===== src/rtl/core/fwips_pkg.sv =====
// Shared types and constants of the four-wheel incremental PI speed block.
package fwips_pkg;

   localparam int WHEELS = 4;

   // Field widths
   localparam int VEL_W   = 16;
   localparam int COUNT_W = 16;
   localparam int GAIN_W  = 16;
   localparam int DUTY_W  = 13;
   localparam int SPEED_W = 18;   // exact sum of three 16-bit commands
   localparam int ERR_W   = 18;
   localparam int STEP_W  = 21;   // holds +-2200*256
   localparam int ACC_W   = 22;   // holds +-5000*256

   // Q8.8 speed to encoder count scale, 237.17
   localparam logic [16:0] SPEED_SCALE = 17'd60717;

   localparam int STEP_LIMIT = 2200 * 256;
   localparam int OUT_LIMIT  = 5000 * 256;

   // Register map (index, byte address is 4 * index)
   localparam logic [2:0] REG_KP_ONE   = 3'd0;
   localparam logic [2:0] REG_KP_TWO   = 3'd1;
   localparam logic [2:0] REG_KP_THREE = 3'd2;
   localparam logic [2:0] REG_KP_FOUR  = 3'd3;
   localparam logic [2:0] REG_KI_ONE   = 3'd4;
   localparam logic [2:0] REG_KI_TWO   = 3'd5;
   localparam logic [2:0] REG_KI_THREE = 3'd6;
   localparam logic [2:0] REG_KI_FOUR  = 3'd7;

   // Gain reset values
   localparam logic [GAIN_W-1:0] KP_ONE_RST   = 16'd9984;
   localparam logic [GAIN_W-1:0] KP_TWO_RST   = 16'd8704;
   localparam logic [GAIN_W-1:0] KP_THREE_RST = 16'd8704;
   localparam logic [GAIN_W-1:0] KP_FOUR_RST  = 16'd8192;
   localparam logic [GAIN_W-1:0] KI_ONE_RST   = 16'd640;
   localparam logic [GAIN_W-1:0] KI_TWO_RST   = 16'd691;
   localparam logic [GAIN_W-1:0] KI_THREE_RST = 16'd486;
   localparam logic [GAIN_W-1:0] KI_FOUR_RST  = 16'd563;

   typedef logic signed [SPEED_W-1:0] speed_type;
   typedef logic signed [COUNT_W-1:0] count_type;
   typedef logic        [GAIN_W-1:0]  gain_type;
   typedef logic        [DUTY_W-1:0]  duty_type;

   // Per-phase load strobes handed to every lane
   typedef struct packed {
      logic ld_prod;    // speed * scale
      logic ld_err;     // target count and error
      logic ld_mul;     // gain products
      logic ld_step;    // summed and clamped step
      logic commit;     // accumulator and previous error update
   } lane_ctrl_type;

endpackage


===== src/rtl/core/fwips_lane.sv =====
// One wheel's speed target, incremental PI step, accumulator and duty split.
module fwips_lane (
   input  logic                         clock,
   input  logic                         reset,
   input  fwips_pkg::lane_ctrl_type     ctrl,
   input  fwips_pkg::speed_type         speed,
   input  fwips_pkg::count_type         count,
   input  fwips_pkg::gain_type          kp,
   input  fwips_pkg::gain_type          ki,
   output fwips_pkg::duty_type          fwd_duty,
   output fwips_pkg::duty_type          rev_duty
);
   import fwips_pkg::*;

   localparam logic signed [36:0] STEP_HI = 37'(STEP_LIMIT);
   localparam logic signed [36:0] STEP_LO = -STEP_HI;
   localparam logic signed [22:0] OUT_HI  = 23'(OUT_LIMIT);
   localparam logic signed [22:0] OUT_LO  = -OUT_HI;

   logic signed [34:0]       prod_in, prod_ff;
   logic                     neg_w;
   logic        [34:0]       mag_w;
   logic signed [19:0]       tgt_w;
   logic signed [19:0]       err_w;
   logic signed [ERR_W-1:0]  err_in, err_ff;
   logic signed [18:0]       diff_w;
   logic signed [35:0]       pprod_in, pprod_ff;
   logic signed [34:0]       iprod_in, iprod_ff;
   logic signed [36:0]       sum_w;
   logic signed [STEP_W-1:0] step_in, step_ff;
   logic signed [22:0]       asum_w;
   logic signed [ACC_W-1:0]  acc_in, acc_ff;
   logic signed [ERR_W-1:0]  prev_ff;
   logic        [ACC_W-1:0]  amag_w;

   // Target count, truncated toward zero
   assign prod_in = 35'(speed) * $signed({1'b0, SPEED_SCALE});
   assign neg_w   = prod_ff[34];
   assign mag_w   = neg_w ? 35'(-prod_ff) : prod_ff;
   assign tgt_w   = neg_w ? -$signed({1'b0, mag_w[34:16]}) : $signed({1'b0, mag_w[34:16]});
   assign err_w   = tgt_w - 20'(count);
   assign err_in  = err_w[ERR_W-1:0];

   // Gain products
   assign diff_w   = 19'(err_ff) - 19'(prev_ff);
   assign pprod_in = 36'(diff_w) * $signed({1'b0, kp});
   assign iprod_in = 35'(err_ff) * $signed({1'b0, ki});

   // Step clamp
   assign sum_w = 37'(pprod_ff) + 37'(iprod_ff);
   always_comb begin
      if (sum_w > STEP_HI) begin
         step_in = STEP_HI[STEP_W-1:0];
      end else if (sum_w < STEP_LO) begin
         step_in = STEP_LO[STEP_W-1:0];
      end else begin
         step_in = sum_w[STEP_W-1:0];
      end
   end

   // Accumulator clamp
   assign asum_w = 23'(acc_ff) + 23'(step_ff);
   always_comb begin
      if (asum_w > OUT_HI) begin
         acc_in = OUT_HI[ACC_W-1:0];
      end else if (asum_w < OUT_LO) begin
         acc_in = OUT_LO[ACC_W-1:0];
      end else begin
         acc_in = asum_w[ACC_W-1:0];
      end
   end

   always_ff @(posedge clock) begin
      if (ctrl.ld_prod) prod_ff <= prod_in;
      if (ctrl.ld_err)  err_ff  <= err_in;
      if (ctrl.ld_mul) begin
         pprod_ff <= pprod_in;
         iprod_ff <= iprod_in;
      end
      if (ctrl.ld_step) step_ff <= step_in;
   end

   always_ff @(posedge clock) begin
      if (reset) begin
         acc_ff  <= '0;
         prev_ff <= '0;
      end else if (ctrl.commit) begin
         acc_ff  <= acc_in;
         prev_ff <= err_ff;
      end
   end

   // Duty split of the new accumulator; fractions toward zero drop out
   assign amag_w   = acc_in[ACC_W-1] ? ACC_W'(-acc_in) : acc_in;
   assign fwd_duty = acc_in[ACC_W-1] ? '0 : amag_w[DUTY_W+7:8];
   assign rev_duty = acc_in[ACC_W-1] ? amag_w[DUTY_W+7:8] : '0;

endmodule


===== config.mk =====
export PLATFORM = sky130hd
export DESIGN_NAME = fwips_lane
export DESIGN_NICKNAME = d
export VERILOG_FILES = /design/src/rtl/core/fwips_pkg.sv /design/src/rtl/core/fwips_lane.sv
export SDC_FILE = /design/constraint.sdc
export NUM_CORES = 2
export LEC_CHECK = 0
export ABC_AREA = 1
export ABC_CLOCK_PERIOD_IN_PS = 19200
export BUFFER_PORTS_ARGS = -buffer_cell sky130_fd_sc_hd__buf_4
export CAP_MARGIN = 20
export CORE_MARGIN = 2
export CORE_UTILIZATION = 65
export CTS_CLUSTER_SIZE = 20
export DETAILED_ROUTE_END_ITERATION = 8
export GPL_ROUTABILITY_DRIVEN = 1
export PLACE_DENSITY = 0.9
export SYNTH_ARGS = -nofsm -noshare
export SYNTH_HDL_FRONTEND = slang
export SYNTH_SLANG_ARGS = --single-unit

===== constraint.sdc =====
create_clock -name clock -period 19.2 [get_ports clock]
set_clock_uncertainty 0.05 [all_clocks]
set_input_delay 2.88 -clock clock [delete_from_list [all_inputs] [get_ports clock]]
set_output_delay 2.88 -clock clock [all_outputs]
set_load 0.005 [all_outputs]

Word-level counts from Yosys, hierarchy flattened --
Index checks and enable logic that the tools add are counted.
Storage, ports and cells: register bits 185, input bits 73, output and inout port bits 26, word-level logic and storage cells 31
Operators by class: add/subtract/negate cells 7, multiply operators 3, order comparisons 4, mux-type cells 8, reduce and logical (&&, ||, !) cells 1
Operator list (number):
- two-way mux 22 bit | 2
- two-way mux 21 bit | 2
- adder 36 x 35 -> 37 bit | 1
- > comparator 37 x 21 -> 1 bit (second input constant) | 1
- less-than comparator 37 x 21 -> 1 bit (second input constant) | 1
- multiplier 19 x 17 -> 36 bit | 1
- multiplier 18 x 17 -> 35 bit | 1
- multiplier 18 x 17 -> 35 bit (second input constant) | 1
- two-way mux 34 bit | 1
- negation 34 bit | 1
- two-way mux 13 bit | 2
- adder 22 x 21 -> 23 bit | 1
- > comparator 23 x 22 -> 1 bit (second input constant) | 1
- less-than comparator 23 x 22 -> 1 bit (second input constant) | 1
- negation 21 bit | 1
- subtractor 18 x 18 -> 19 bit | 1
- two-way mux 18 bit | 1
- negation 18 bit | 1
- subtractor 18 x 16 -> 18 bit | 1
- OR reduction 2 bit | 1

Longest topological paths before layout --
word-level depth 7, gate-level depth with buffers 46, depth with buffers taken out 44

Least setup slack after synthesis --
OpenSTA, ideal clock, no wires.
path type input to register, from in kp[7], to reg pprod_ff[33], data pin, setup time 0.265 ns, data arrival time 8.409 ns, data required time 18.885 ns, slack 10.477 ns, cell stages on the path 27, buffers on the path 1, path through inv_1 -> clkbuf_1 -> nor2_1 -> fa_1 -> inv_1 -> fa_1 -> inv_1 -> fa_1 -> inv_1 -> fa_1 -> fa_1 -> inv_1 -> fa_1 -> ha_1 -> nand2_1 -> o21ai_0 -> a21oi_1 -> o21ai_0 -> a21oi_1 -> o21ai_0 -> nand2_1 -> nand2_1 -> nand2_1 -> nand2_1 -> nand4_1 -> o211ai_1 -> xor2_1
Between the ends: cells in the longest elaborated chain, start to end 1
Ends and longest elaborated chain:
- start: declaration | line fwips_lane.sv:8 | input fwips_pkg::gain_type kp,
- multiplier 19 x 17 -> 36 bit | line fwips_lane.sv:46 | assign pprod_in = 36'(diff_w) * $signed({1'b0, kp});
- named net pprod_in[33] | line fwips_lane.sv:27 | logic signed [35:0] pprod_in, pprod_ff;
- end signal: assignment | line fwips_lane.sv:77 | pprod_ff <= pprod_in;
- end: declaration | line fwips_lane.sv:27
The timed path passes the listed nets, and every way through them passes these cells. A chain may end at the register's enable or synchronous reset.

Final worst setup path --
from reg err_ff[3], to reg pprod_ff[33], data pin
Between the ends: cells in the longest elaborated chain, start to end 2
Ends and longest elaborated chain:
- start: declaration | line fwips_lane.sv:25 | logic signed [ERR_W-1:0] err_in, err_ff;
- start signal: assignment | line fwips_lane.sv:75 | if (ctrl.ld_err) err_ff <= err_in;
- subtractor 18 x 18 -> 19 bit | line fwips_lane.sv:45 | assign diff_w = 19'(err_ff) - 19'(prev_ff);
- multiplier 19 x 17 -> 36 bit | line fwips_lane.sv:46
- named net pprod_in[33] | line fwips_lane.sv:27
The timed path passes the listed nets, and every way through them passes these cells.

==> qor.yml <==
place:
  hpwl_um: 90300
  gp_congestion: 0.978
  post-place-ws_ns: 9.64
  io_buffers: 98
  dp_cells: 6104
floorplan:
  fp.dieW_um: 260
  row_count: 93
  die-area_um2: 67500
  design.core.area_um2: 64600
  initial_core_util_pct: 65.8
  ios: 99
  dieHeight_um: 260
worst_setup_path:
  slowest_delay_ns: 0.86
  crit_path_top_delay_cell: "edfxtp_1"
  critPathCapture: "pprod_ff[33]"
  r2r_start: "err_ff[3]"
  crit_type: "flip-flop to flip-flop"
  crit_required_ns: 19.37
  cpMostUsedCell: "nand2_1"
  reg2regPathDepth: 41
  startpoint: "err_ff[3]"
  r2r_end: "pprod_ff[33]"
  path_max_fanout: 18
  cpLargestDelayFamily: "adder cells"
  endpoint_kind: "flip-flop"
  arrival_ns: 9.83
  crit_cells: 41
  critPathBufInv: 6
  cp-start-kind: "flip-flop"
  r2r_setup_slack_ns: 9.53
routing:
  routed_wirelength_um: 107000
  antenna_left: 0
  drcViolationCount: 0
  wire_per_inst_um: 17.5
  drt_iter0_markers: 2761
  first_pass_iters: 6
  num_vias: 34300
  routed_via_density: 5.59
yosys:
  syn_nets: 6493
  synth_edf_count: 145
  async_flop_share_pct: 0
  yosys.cell_types.count: 63
  synth_largest_area_cell: "fa_1"
  ys_seq_area_share_pct: 12.1
  ys.flop_type: "edfxtp_1"
  synth-seq-cells: 185
  ys.warnings.count: 0
  syn_avg_cell_area_um2: 8.09
  synth_area_leaders: "fa_1, inv_1, ha_1"
  synth_top_area_share_pct: 34.8
  syn_inst: 5256
  syn-cell-area_um2: 42500
sta:
  maxSlewViolCount: 0
  slew_headroom_pct: 33.0
  post-route-period-util_pct: 50.3
  fin_ws_ns: 9.53
  setup-tns-final_ns: 0
  tightest_slew_ns: 1.01
  finalCriticalPeriod_ns: 9.67
  maxClockFrequency_mhz: 103
  hold_viol: 0
  setup_viol: 0
  rsz0062_at_grt: "false"
grt:
  overflow: 0
  grt_pass1_wl_um: 177000
  grt_pass1_vias: 36300
  antenna_found_initial: 1
  grt_util_all_layers_pct: 33.2
  grt_max_degree: 72
layout:
  final_common_cell: "inv_1"
  layout-drive-gt1-share_pct: 4.87
  layout_common_cells: "inv_1, nand2_1, fa_1, ha_1, nor2_1"
  fin_cells: 6136
  antenna_cells: 0
  syn_to_final_growth_pct: 4.77
  finalNetCount: 6505
  n_fill_cell: 4939
clock_network:
  clk_latency_ns: 0.47
  cts-buffers-inserted: 17
  cts_hold_buf: 0
  clockBufferDepth: 2
  ctsResizeCount: 0
  cts_tree: "done"
  numClockSinks: 185
  htree_levels: 4
  cts.clk_slew.worst_paths_ns: 0.08
  postCtsSetupRepairBufs: 0
  root_buffer: "clkbuf_16"
run:
  drv_cap: 0
min_path:
  min_path_type: "flip-flop to flip-flop"
outcome:
  outcome: "finished, final reports clean"
-- cell usage after synthesis (7+ instances only) --
master       n
a21o_1      10
a21oi_1    232
a31oi_1     15
clkbuf_1   111
clkinv_1     8
dfxtp_1     40
edfxtp_1   145
fa_1       739
ha_1       425
inv_1     1427
inv_2       12
nand2_1   1048
nand2_2     21
nand3_1    103
nand3b_1    12
nand4_1     40
nor2_1     342
nor2_2      22
nor3_1      31
nor4_1       9
o211ai_1    15
o21a_1      10
o21ai_0    118
o21ai_1     14
o21bai_1    11
o31ai_1      7
or2_2       17
xnor2_1     68
xor2_1     124
-- worst min-delay path by stage --
stage | from | end | slack [ns] | depth (start not counted)
6_report | prev_ff[8] | prev_ff[8] | 0.42 | 2
5_1_grt | prev_ff[6] | prev_ff[6] | 0.44 | 2
3_3_place_gp | prev_ff[6] | prev_ff[6] | 0.40 | 2
4_1_cts | prev_ff[8] | prev_ff[8] | 0.42 | 2
3_5_place_dp | prev_ff[8] | prev_ff[8] | 0.40 | 2
2_1_floorplan | prev_ff[17] | prev_ff[17] | 0.38 | 2
-- logic make-up after synthesis --
| group | Yosys count | synth area share [%] |
|---|---|---|
| simple gates | 1669 | 16.3 |
| buf+inv | 1572 | 14.0 |
| fa+ha+maj | 1164 | 47.3 |
| compound gates | 473 | 6.38 |
| xor+xnor | 193 | 3.99 |
| flops | 185 | 12.1 |
-- through the flow --
step	area, um^2	utilization [%]	hold WS, ns
4_1_cts	44600	69.0	0.416
3_5_place_dp	44000	68.1	0.404
2_1_floorplan	42500	-	0.383
3_3_place_gp	44000	68.1	0.397
5_1_grt	44600	69.0	0.442
6_report	44600	69.0	0.417
-- routing by layer --
metal	wire, um	vias up	global-route usage, %
li1	-	15700	-
met1	39500	16600	39.5
met2	54300	1564	59.0
met3	7360	401	4.44
met4	6090	2	16.9
met5	13	-	0
-- worst reg2reg max path, delay by kind of cell (launching register included) --
| family | cells | cell delay (ns) |
|---|---|---|
| AND/OR/NAND/NOR | 15 | 1.74 |
| AO/OA/AOI/OAI | 11 | 2.37 |
| XOR/XNOR | 1 | 0.10 |
| buffers and inverters | 6 | 0.63 |
| adder cells (fa/ha/maj) | 8 | 3.72 |
| flip-flops | 1 | 0.86 |
-- flip-flops by register name, summed over array words and instances, names as in the netlist --
signal    flops
step_ff      21
iprod_ff     35
prod_ff      35
err_ff       18
acc_ff       22
prev_ff      18
pprod_ff     36
-- area by class of cell --
class                      count  area [um^2]  share of cell area, %
multi-input combinational   3499        31400                   70.6
inverter                    1447         5430                   12.2
sequential                   185         5150                   11.6
tap                          855         1070                   2.40
timing repair buffer         118          886                   1.99
clock buffer                  19          454                   1.02
clock inverter                13          121                  0.272
Power is left out: the tool's default activity adds up to more than one toggle a clock period on the data nets, which glitch-free logic cannot reach.
