`config.mk`:
```
export PLATFORM = sky130hd
export DESIGN_NAME = fwips_mix
export DESIGN_NICKNAME = d
export VERILOG_FILES = /design/src/rtl/core/fwips_pkg.sv /design/src/rtl/core/fwips_mix.sv
export SDC_FILE = /design/constraint.sdc
export NUM_CORES = 1
export LEC_CHECK = 0
export ABC_AREA = 1
export BUFFER_PORTS_ARGS = -buffer_cell sky130_fd_sc_hd__buf_2
export CORE_AREA = 4 4 129 131
export DETAILED_ROUTE_END_ITERATION = 10
export DIE_AREA = 0 0 133 135
export PLACE_DENSITY = 0.74
export SETUP_SLACK_MARGIN = 0.5
export SKIP_LAST_GASP = 1
export SLEW_MARGIN = 20
export SYNTH_ARGS = -nofsm -noshare
export SYNTH_HDL_FRONTEND = slang
export SYNTH_SLANG_ARGS = --single-unit
```
`constraint.sdc`:
```
create_clock -name clock -period 3.7 [get_ports clock]
set_clock_uncertainty 0.05 [all_clocks]
set_input_delay 1.11 -clock clock [delete_from_list [all_inputs] [get_ports clock]]
set_output_delay 1.11 -clock clock [all_outputs]
set_load 0.1 [all_outputs]
```
`src/rtl/core/fwips_pkg.sv`:
```
// Shared types and constants of the four-wheel incremental PI speed block.
package fwips_pkg;

   localparam int WHEELS = 4;

   // Field widths
   localparam int VEL_W   = 16;
   localparam int COUNT_W = 16;
   localparam int GAIN_W  = 16;
   localparam int DUTY_W  = 13;
   localparam int SPEED_W = 18;   // exact sum of three 16-bit commands
   localparam int ERR_W   = 18;
   localparam int STEP_W  = 21;   // holds +-2200*256
   localparam int ACC_W   = 22;   // holds +-5000*256

   // Q8.8 speed to encoder count scale, 237.17
   localparam logic [16:0] SPEED_SCALE = 17'd60717;

   localparam int STEP_LIMIT = 2200 * 256;
   localparam int OUT_LIMIT  = 5000 * 256;

   // Register map (index, byte address is 4 * index)
   localparam logic [2:0] REG_KP_ONE   = 3'd0;
   localparam logic [2:0] REG_KP_TWO   = 3'd1;
   localparam logic [2:0] REG_KP_THREE = 3'd2;
   localparam logic [2:0] REG_KP_FOUR  = 3'd3;
   localparam logic [2:0] REG_KI_ONE   = 3'd4;
   localparam logic [2:0] REG_KI_TWO   = 3'd5;
   localparam logic [2:0] REG_KI_THREE = 3'd6;
   localparam logic [2:0] REG_KI_FOUR  = 3'd7;

   // Gain reset values
   localparam logic [GAIN_W-1:0] KP_ONE_RST   = 16'd9984;
   localparam logic [GAIN_W-1:0] KP_TWO_RST   = 16'd8704;
   localparam logic [GAIN_W-1:0] KP_THREE_RST = 16'd8704;
   localparam logic [GAIN_W-1:0] KP_FOUR_RST  = 16'd8192;
   localparam logic [GAIN_W-1:0] KI_ONE_RST   = 16'd640;
   localparam logic [GAIN_W-1:0] KI_TWO_RST   = 16'd691;
   localparam logic [GAIN_W-1:0] KI_THREE_RST = 16'd486;
   localparam logic [GAIN_W-1:0] KI_FOUR_RST  = 16'd563;

   typedef logic signed [SPEED_W-1:0] speed_type;
   typedef logic signed [COUNT_W-1:0] count_type;
   typedef logic        [GAIN_W-1:0]  gain_type;
   typedef logic        [DUTY_W-1:0]  duty_type;

   // Per-phase load strobes handed to every lane
   typedef struct packed {
      logic ld_prod;    // speed * scale
      logic ld_err;     // target count and error
      logic ld_mul;     // gain products
      logic ld_step;    // summed and clamped step
      logic commit;     // accumulator and previous error update
   } lane_ctrl_type;

endpackage

```
`src/rtl/core/fwips_mix.sv`:
```
// Mecanum mixing of the body velocity command into four wheel speeds.
module fwips_mix (
   input  logic                         clock,
   input  logic                         load,
   input  logic signed [15:0]           vel_x,
   input  logic signed [15:0]           vel_y,
   input  logic signed [15:0]           vel_rot,
   output fwips_pkg::speed_type         speed_one,
   output fwips_pkg::speed_type         speed_two,
   output fwips_pkg::speed_type         speed_three,
   output fwips_pkg::speed_type         speed_four
);
   import fwips_pkg::*;

   speed_type x_w, y_w, r_w;
   speed_type one_in, two_in, three_in, four_in;
   speed_type one_ff, two_ff, three_ff, four_ff;

   assign x_w = SPEED_W'(vel_x);
   assign y_w = SPEED_W'(vel_y);
   assign r_w = SPEED_W'(vel_rot);

   assign one_in   = -x_w + y_w + r_w;
   assign two_in   =  x_w + y_w + r_w;
   assign three_in = -x_w - y_w + r_w;
   assign four_in  =  x_w - y_w + r_w;

   always_ff @(posedge clock) begin
      if (load) begin
         one_ff   <= one_in;
         two_ff   <= two_in;
         three_ff <= three_in;
         four_ff  <= four_in;
      end
   end

   assign speed_one   = one_ff;
   assign speed_two   = two_ff;
   assign speed_three = three_ff;
   assign speed_four  = four_ff;

endmodule

```
# ---- After elaboration in Yosys (flattened, before gate mapping)
# Cells that the tools add are included.
# W data, S select, Z words.
dict set report word_totals {
  regBits 72
  in_bits 50
  output_inout_bits 72
  elab_cells 13
}
dict set report op_classes {
  addsub 9
}
# operator n
set op_table {}
lappend op_table {{$add A18 B16 Y18} 3}
lappend op_table {{$add A17 B16 Y18} 2}
lappend op_table {{$neg A16 Y18} 1}
lappend op_table {{$sub A18 B16 Y18} 1}
lappend op_table {{$add A16 B16 Y17} 1}
lappend op_table {{$sub A16 B16 Y17} 1}

# ---- Logic depth before layout (Yosys ltp)
# Gate-level depths: netlist (run 1).
dict set report logic_depth {
  ltp_word 3
  depth_mapped 21
}

# ---- Worst setup path after synthesis (run 1)
# No wires, ideal clock.
dict set report synth_timing {
  path_kind {input to register}
  start {input vel_x[0]}
  end {register three_ff[17], in the netlist speed_three[17], data pin}
  setup_time_ns 0.252
  arrival_ns 3.598
  required_ns 3.398
  setup_slack_ns -0.201
  cell_stages 15
  path_cell_list {inv_1 > ha_1 > nand2_1 > nor3_2 > nand4_1 > o21ai_0 > fa_1 > ha_1 > nand2_1 > nor4_1 > nand2_1 > nand2_1 > inv_1 > nand2_1 > nand2_1}
}
dict set report synth_between {
  elab_chain_cells 3
}
# item line_no
set synth_rtl {}
lappend synth_rtl {{from (decl)} fwips_mix.sv:5} ;# input logic signed [15:0] vel_x,
lappend synth_rtl {{$neg A16 Y18} fwips_mix.sv:25} ;# assign three_in = -x_w - y_w + r_w;
lappend synth_rtl {{$sub A18 B16 Y18} fwips_mix.sv:25}
lappend synth_rtl {{$add A18 B16 Y18} fwips_mix.sv:25}
lappend synth_rtl {{named net three_in[17]} fwips_mix.sv:16} ;# speed_type one_in, two_in, three_in, four_in;
lappend synth_rtl {{to (signal assigned)} fwips_mix.sv:32} ;# three_ff <= three_in;
lappend synth_rtl {{to (decl)} fwips_mix.sv:17} ;# speed_type one_ff, two_ff, three_ff, four_ff;
# The timed path passes the listed nets, and every way through them passes these cells.
# A chain may end at the register's enable or synchronous reset.

# ---- Worst setup path after layout (run 1)
dict set report layout_timing {
  start {input vel_x[0]}
  end {register three_ff[15], in the netlist speed_three[15], data pin}
}
# The elaborated chain is that of the path after synthesis.

==> reports/summary.txt, run 1 <==
Antenna Nets Post-Route: 0
Hold Path Class: input pin to flip-flop
clock power share: 0.137
Post-Route WL: 24900 um
IO Port Bufs: 121
vias in the first global route: 7151
Final GP Congestion: 0.974
Net Sw Frac: 0.537
syn nets: 1099
core area: 15600 um^2
WHS Path Cells: 4
Via-to-Cell Ratio: 5.18
Crit Path Max Fanout: 3
DP Cell Count: 1365
DRT Pass-1 Iters: 5
count of final max-slew check failures: 0
post-layout minimum cycle time: 3.79 ns
worst setup margin: -0.0922 ns
Hold Slack: 1.28 ns
Layout Nets: 1377
pre-CTS setup slack: -0.519 ns
Area Growth Syn to Fin: 51.8%
GRT Overall Usage: 0.248
Critical Path Start: vel_x[0]
Worst Path Required: 3.76 ns
relative slew slack: 0.535
CP Class: input pin to flip-flop
die width: 133 um
DR vias: 7316
Yosys warnings: 0
met3 routed WL: 1380 um
clock slew seen by the registers of the worst setup and hold paths: 0.06 ns
Final Hold Fails: 0
number of DRC markers in iteration 0: 424
IO Count: 122
internal power: 3.20 mW
antenna cells: 0
worst vdd ir: 0.462 mV
Worst Hold End: speed_one[0]$_DFFE_PP_
measured slew at the worst slew-check pin: 0.698 ns
critical hold path startpoint: vel_y[0]
CTS tree: yes
Max H-tree Level: 3
most common cell in the netlist: inv_1
Post-Syn Area: 7610 um^2
Root Driver: clkbuf_16
antenna violations before repair: 0
layout cells sized above 1: 0.457
first-pass GRT wire length: 35200 um
ys async rst share: 0
Setup crit end kind: flip-flop
Sw Pwr: 3.71 mW
largest net degree at the start of global routing: 44
crit path DAT: 3.85 ns
sequential share of the synthesized area: 0.272
Avg WL per Cell: 17.7 um
leak pwr: 5.51 nW
Overflow after GRT: 0
met2 routed WL: 12900 um
height of the chip: 135 um
Combinational Power Share: 0.683
DRC viols: 0
area leader, netlist: edfxtp_1
CP startpoint kind: input pin
Fmax achieved: 264 MHz
cells after synthesis: 912
Cell Pwr Density: 598 nW/um^2
failing checks: negative setup slack
Unique masters post-synth: 35
clock sinks: 69
M1 WL: 9880 um
CTS Buffer Depth: 2
DIE AREA: 18000 um^2
Synth top cells by count: inv_1 (205), nand2_1 (186), ha_1 (70)
initial core utilization: 0.488
FP Rows: 46
top cell type's share of synthesized area: 0.272
CTS Hold Bufs: 0
Post-synth EDFFs: 69
Sequential Power Share: 0.181
RSZ-0062 raised after global routing: yes
fin crit share: 1.02
setup TNS: -0.215 ns
CTS Buf Count: 9
highest routed layer: met4
Final Util: 0.741
most used flip-flop cell after synthesis: edfxtp_1
fin cells: 1411
HPWL after detailed placement: 17300 um
flop and latch count out of synthesis: 69
status: finished with violations
post-synthesis area per instance: 8.34 um^2
final setup fails: 5
synth top area cells: edfxtp_1 (27%), fa_1 (18%), ha_1 (12%), inv_1 (10%), nand2_1 (9.2%)
Max-Cap Viols: 0
how the worst max path moves through the flow:
| stage | to | slack, ns | cells after the start |
|---|---|---|---|
| after global placement | speed_one[15]$_DFFE_PP_ | -0.41 | 16 |
| after CTS | speed_one[17]$_DFFE_PP_ | 0.04 | 20 |
| after floorplan | speed_one[17]$_DFFE_PP_ | -0.10 | 18 |
| final | speed_three[15]$_DFFE_PP_ | -0.09 | 17 |
| after global routing | speed_one[15]$_DFFE_PP_ | -0.17 | 16 |
| after detailed placement | speed_one[15]$_DFFE_PP_ | -0.52 | 16 |
through the flow:
| step | total power [mW] | instance area, um^2 |
|---|---|---|
| floorplan | 4.28 | 7900 |
| global placement | 5.19 | 9660 |
| detailed placement | 5.24 | 9660 |
| CTS | 6.42 | 10600 |
| global route | 7.21 | 11600 |
| finish | 6.91 | 11600 |
cell usage in the layout, fill, tap and decap left out, types with 36 or more instances in the layout:
cell	count
buf_2	115
nand2_2	45
a21oi_1	36
nor2_1	40
fa_1	44
ha_4	39
edfxtp_1	69
buf_4	128
inv_1	180
nand2_1	126
flip-flops by register name, summed over array words and instances (netlist names):
name	count
speed_four	17
speed_two	17
speed_three	17
speed_one	18
power groups by stage:
stage	clock, mW	combinational, mW	sequential (mW)
floorplan	0	1.38	2.90
global placement	0	3.93	1.26
detailed placement	0	3.98	1.26
CTS	0.950	4.22	1.25
global route	0.990	4.95	1.27
finish	0.943	4.72	1.25
timing repair:
item	in CTS	in global routing
buffers inserted	10	20
pin swaps	52	71
endpoints found under the setup margin	38	52
gates resized for setup	119	177
layer usage:
layer,global-route usage,vias to the layer above
li1,-,3405
met1,0.312,3526
met2,0.446,302
met3,0.0402,83
met4,0.0664,0
met5,0,-
critical path: stages:
cell        delay (ns)
buf_8             0.10
clkinvlp_4        0.08
ha_4              0.15
nand2_4           0.07
nor3_4            0.23
nand2_1           0.11
xor2_1            0.16
inv_1             0.10
fa_2              0.59
ha_4              0.22
a21o_1            0.24
nor2_2            0.22
nor3_1            0.07
nor2_1            0.17
nand2_1           0.09
nand2_1           0.08
nand2_1           0.06
layout make-up:
cell class,count,area (um^2)
clock buffer,9,225
fill,1026,4050
timing repair buffer,270,1860
sequential,69,2070
tap,216,270
clock inverter,7,90.1
multi-input combinational,634,6240
inverter,206,791
logic make-up after synthesis:
logic type | count (synthesis) | synth area share
xor gates and xnor gates | 57 | 0.0656
and+or+nand+nor | 320 | 0.178
buffers and inverters | 209 | 0.105
DFF | 69 | 0.272
AOI/OAI and AO/OA | 120 | 0.0881
adders and majority gates | 137 | 0.291
Note: power is estimated with default switching activity, not from simulation.
==> run 2: changes to the inputs <==
--- a/config.mk
+++ b/config.mk
@@ -11,5 +11,5 @@
 export DETAILED_ROUTE_END_ITERATION = 10
 export DIE_AREA = 0 0 133 135
-export PLACE_DENSITY = 0.74
+export PLACE_DENSITY = 0.76
 export SETUP_SLACK_MARGIN = 0.5
 export SKIP_LAST_GASP = 1
==> constraint.sdc (replaced) <==
create_clock -name clock -period 3.7 [get_ports clock]
set_clock_uncertainty 0.05 [all_clocks]
set_input_delay 0.74 -clock clock [delete_from_list [all_inputs] [get_ports clock]]
set_output_delay 0.74 -clock clock [all_outputs]
set_load 0.1 [all_outputs]
==> run 2 against run 1 <==
Net effect:
- the run now ends clean
- design area shrank 15%
- via count decreased by 8.6%
- critical path depth increased by 2
- wire length decreased by 19%
- combinational power decreased by 16%
- die area is the same
- critical path type unchanged
- largest cell class unchanged
- largest power group unchanged
==> reports/summary.txt, run 2 (synthesized netlist as in run 1, its figures left out) <==
status: finished clean
core area: 15600 um^2 (unchanged)
height of the chip: 135 um (unchanged)
max reg flops: 18 (unchanged)
crit-path cells: buf_8 -> clkinvlp_4 -> ha_4 -> nand2_4 -> nor2_4 -> nand3_4 -> nor3_4 -> xor2_1 -> inv_1 -> fa_2 -> buf_6 -> ha_4 -> a21o_1 -> nand2_1 -> nand2_1 -> a21oi_2 -> nand2_1 -> nand3_1 -> nand2_1
antenna violations before repair: 6 (+6)
post-layout minimum cycle time: 3.33 ns (-0.463 ns)
Worst Path Required: 3.76 ns (about the same)
IO Port Bufs: 121 (unchanged)
crit path to: speed_three[17]$_DFFE_PP_
Setup crit end kind: flip-flop
DRT Pass-1 Iters: 5 (unchanged)
CTS Hold Bufs: 0 (unchanged)
clock sinks: 69 (unchanged)
die width: 133 um (unchanged)
pre-CTS setup slack: -0.147 ns (+0.372 ns)
layout cells sized above 1: 0.275 (-0.182)
Crit Path Max Fanout: 3 (unchanged)
CP Class: input pin to flip-flop
measured slew at the worst slew-check pin: 0.497 ns (-0.201 ns)
CP startpoint kind: input pin
CTS Buffer Depth: 2 (unchanged)
M1 WL: 8360 um (-15%)
vias in the first global route: 6583 (-7.9%)
Overflow after GRT: 0 (unchanged)
most frequent cells in the layout: inv_1 (196), nand2_1 (171), buf_2 (119), edfxtp_1 (69), fa_1 (60)
Hold Path Class: input pin to flip-flop
setup TNS: 0 ns (+0.215 ns)
leak pwr: 4.88 nW (-11%)
Cell Pwr Density: 607 nW/um^2 (+1.5%)
DR vias: 6690 (-8.6%)
Antenna Nets Post-Route: 0 (unchanged)
worst vdd ir: 0.460 mV (-0.33%)
Most Frequent Cell on Critical Path: nand2_1
Final GP Congestion: 0.966 (-0.82%)
Post-Route WL: 20100 um (-19%)
DIE AREA: 18000 um^2 (unchanged)
FP Rows: 46 (unchanged)
Max H-tree Level: 3 (unchanged)
GRT Overall Usage: 0.223 (-0.0256)
Avg WL per Cell: 15.4 um (-13%)
final setup fails: 0 (-5)
CTS tree: yes
commonest non-fill, non-tap cell in the layout: inv_1
Via-to-Cell Ratio: 5.11 (-1.5%)
Worst Path Buf+Inv: 4 (+1)
first-pass GRT wire length: 31700 um (-9.7%)
met2 routed WL: 9830 um (-24%)
relative slew slack: 0.671 (+0.136)
Final Util: 0.630 (-0.111)
Final Hold Fails: 0 (unchanged)
met3 routed WL: 1480 um (+7.1%)
Levels on crit path: 19 (+2)
DRC viols: 0 (unchanged)
largest net degree at the start of global routing: 70 (+59%)
Root Driver: clkbuf_16
CTS Buf Count: 9 (unchanged)
count of final max-slew check failures: 0 (unchanged)
Area Growth Syn to Fin: 29.1%
IO Count: 122 (unchanged)
Critical Path Start: vel_x[0]
clock slew seen by the registers of the worst setup and hold paths: 0.06 ns (about the same)
Crit-path slowest cell: fa_2
HPWL after detailed placement: 15900 um (-8.2%)
RSZ-0062 raised after global routing: yes
worst setup margin: 0.371 ns (+0.463 ns)
Worst path max stage delay: 0.56 ns (-0.03 ns)
number of DRC markers in iteration 0: 553 (+30%)
CP delay by family, top: adder cells
initial core utilization: 0.488 (unchanged)
fin crit share: 0.900 (-0.125)
Max-Cap Viols: 0 (unchanged)
Layout Nets: 1276 (-7.3%)
crit path DAT: 3.39 ns (-0.46 ns)
highest routed layer: met5
Fmax achieved: 300 MHz (+14%)
[run 2: changes by cell type in the layout (fill, tap and decap cells not counted), sizes merged]
cell / previous run / this run
clkbuf: 10 / 11
clkinvlp: 5 / 2
bufinv: 2 / 0
inv: 201 / 203
buf: 269 / 169
diode: 0 / 1
[run 2: cell type report]
class	instances	area [um^2]
fillers	1309	5770
multi-input cells	634	5440
flip-flops and latches	69	2070
repair buffers	169	1010
inverters	206	783
well taps	216	270
clock buffers	11	233
clock inverters	4	16.3
diodes	1	2.50
[run 2: power breakdown]
part / switching [mW] / internal (mW) / total [mW]
Sequential: 0.0509 / 1.19 / 1.24
Combinational: 2.98 / 0.996 / 3.97
Clock: 0.304 / 0.441 / 0.746
[run 2: metal layers]
metal / track usage / vias up
met5: 0 / -
met4: 0.0704 / 10
met3: 0.0559 / 40
met2: 0.378 / 251
met1: 0.281 / 3179
li1: - / 3210
[run 2: timing repair]
action                                 in CTS  in global routing
resized for setup                          66                 51
pin swaps                                  32                 32
buffers inserted                            5                 14
setup endpoints to repair                  17                 25
endpoints found under the hold margin       0                  0
[run 2: how the worst min path moves through the flow]
stage,start,endpoint,cells after the start
finish,load,speed_one[13]$_DFFE_PP_,2
detailed placement,load,speed_one[17]$_DFFE_PP_,2
floorplan,load,speed_four[10]$_DFFE_PP_,0
global route,load,speed_one[13]$_DFFE_PP_,2
CTS,load,speed_one[17]$_DFFE_PP_,2
global placement,vel_y[0],speed_one[0]$_DFFE_PP_,4
[run 2: through the flow]
step / instances / hold slack, ns / cell area (um^2) / total power, mW
6_report: 1310 / 0.882 / 9820 / 5.96
5_1_grt: 1310 / 0.900 / 9820 / 6.28
4_1_cts: 1295 / 0.887 / 9480 / 5.83
3_5_place_dp: 1275 / 1.25 / 8850 / 4.92
3_3_place_gp: 1275 / 1.23 / 8850 / 4.88
2_1_floorplan: 912 / 0.802 / 7760 / 4.23
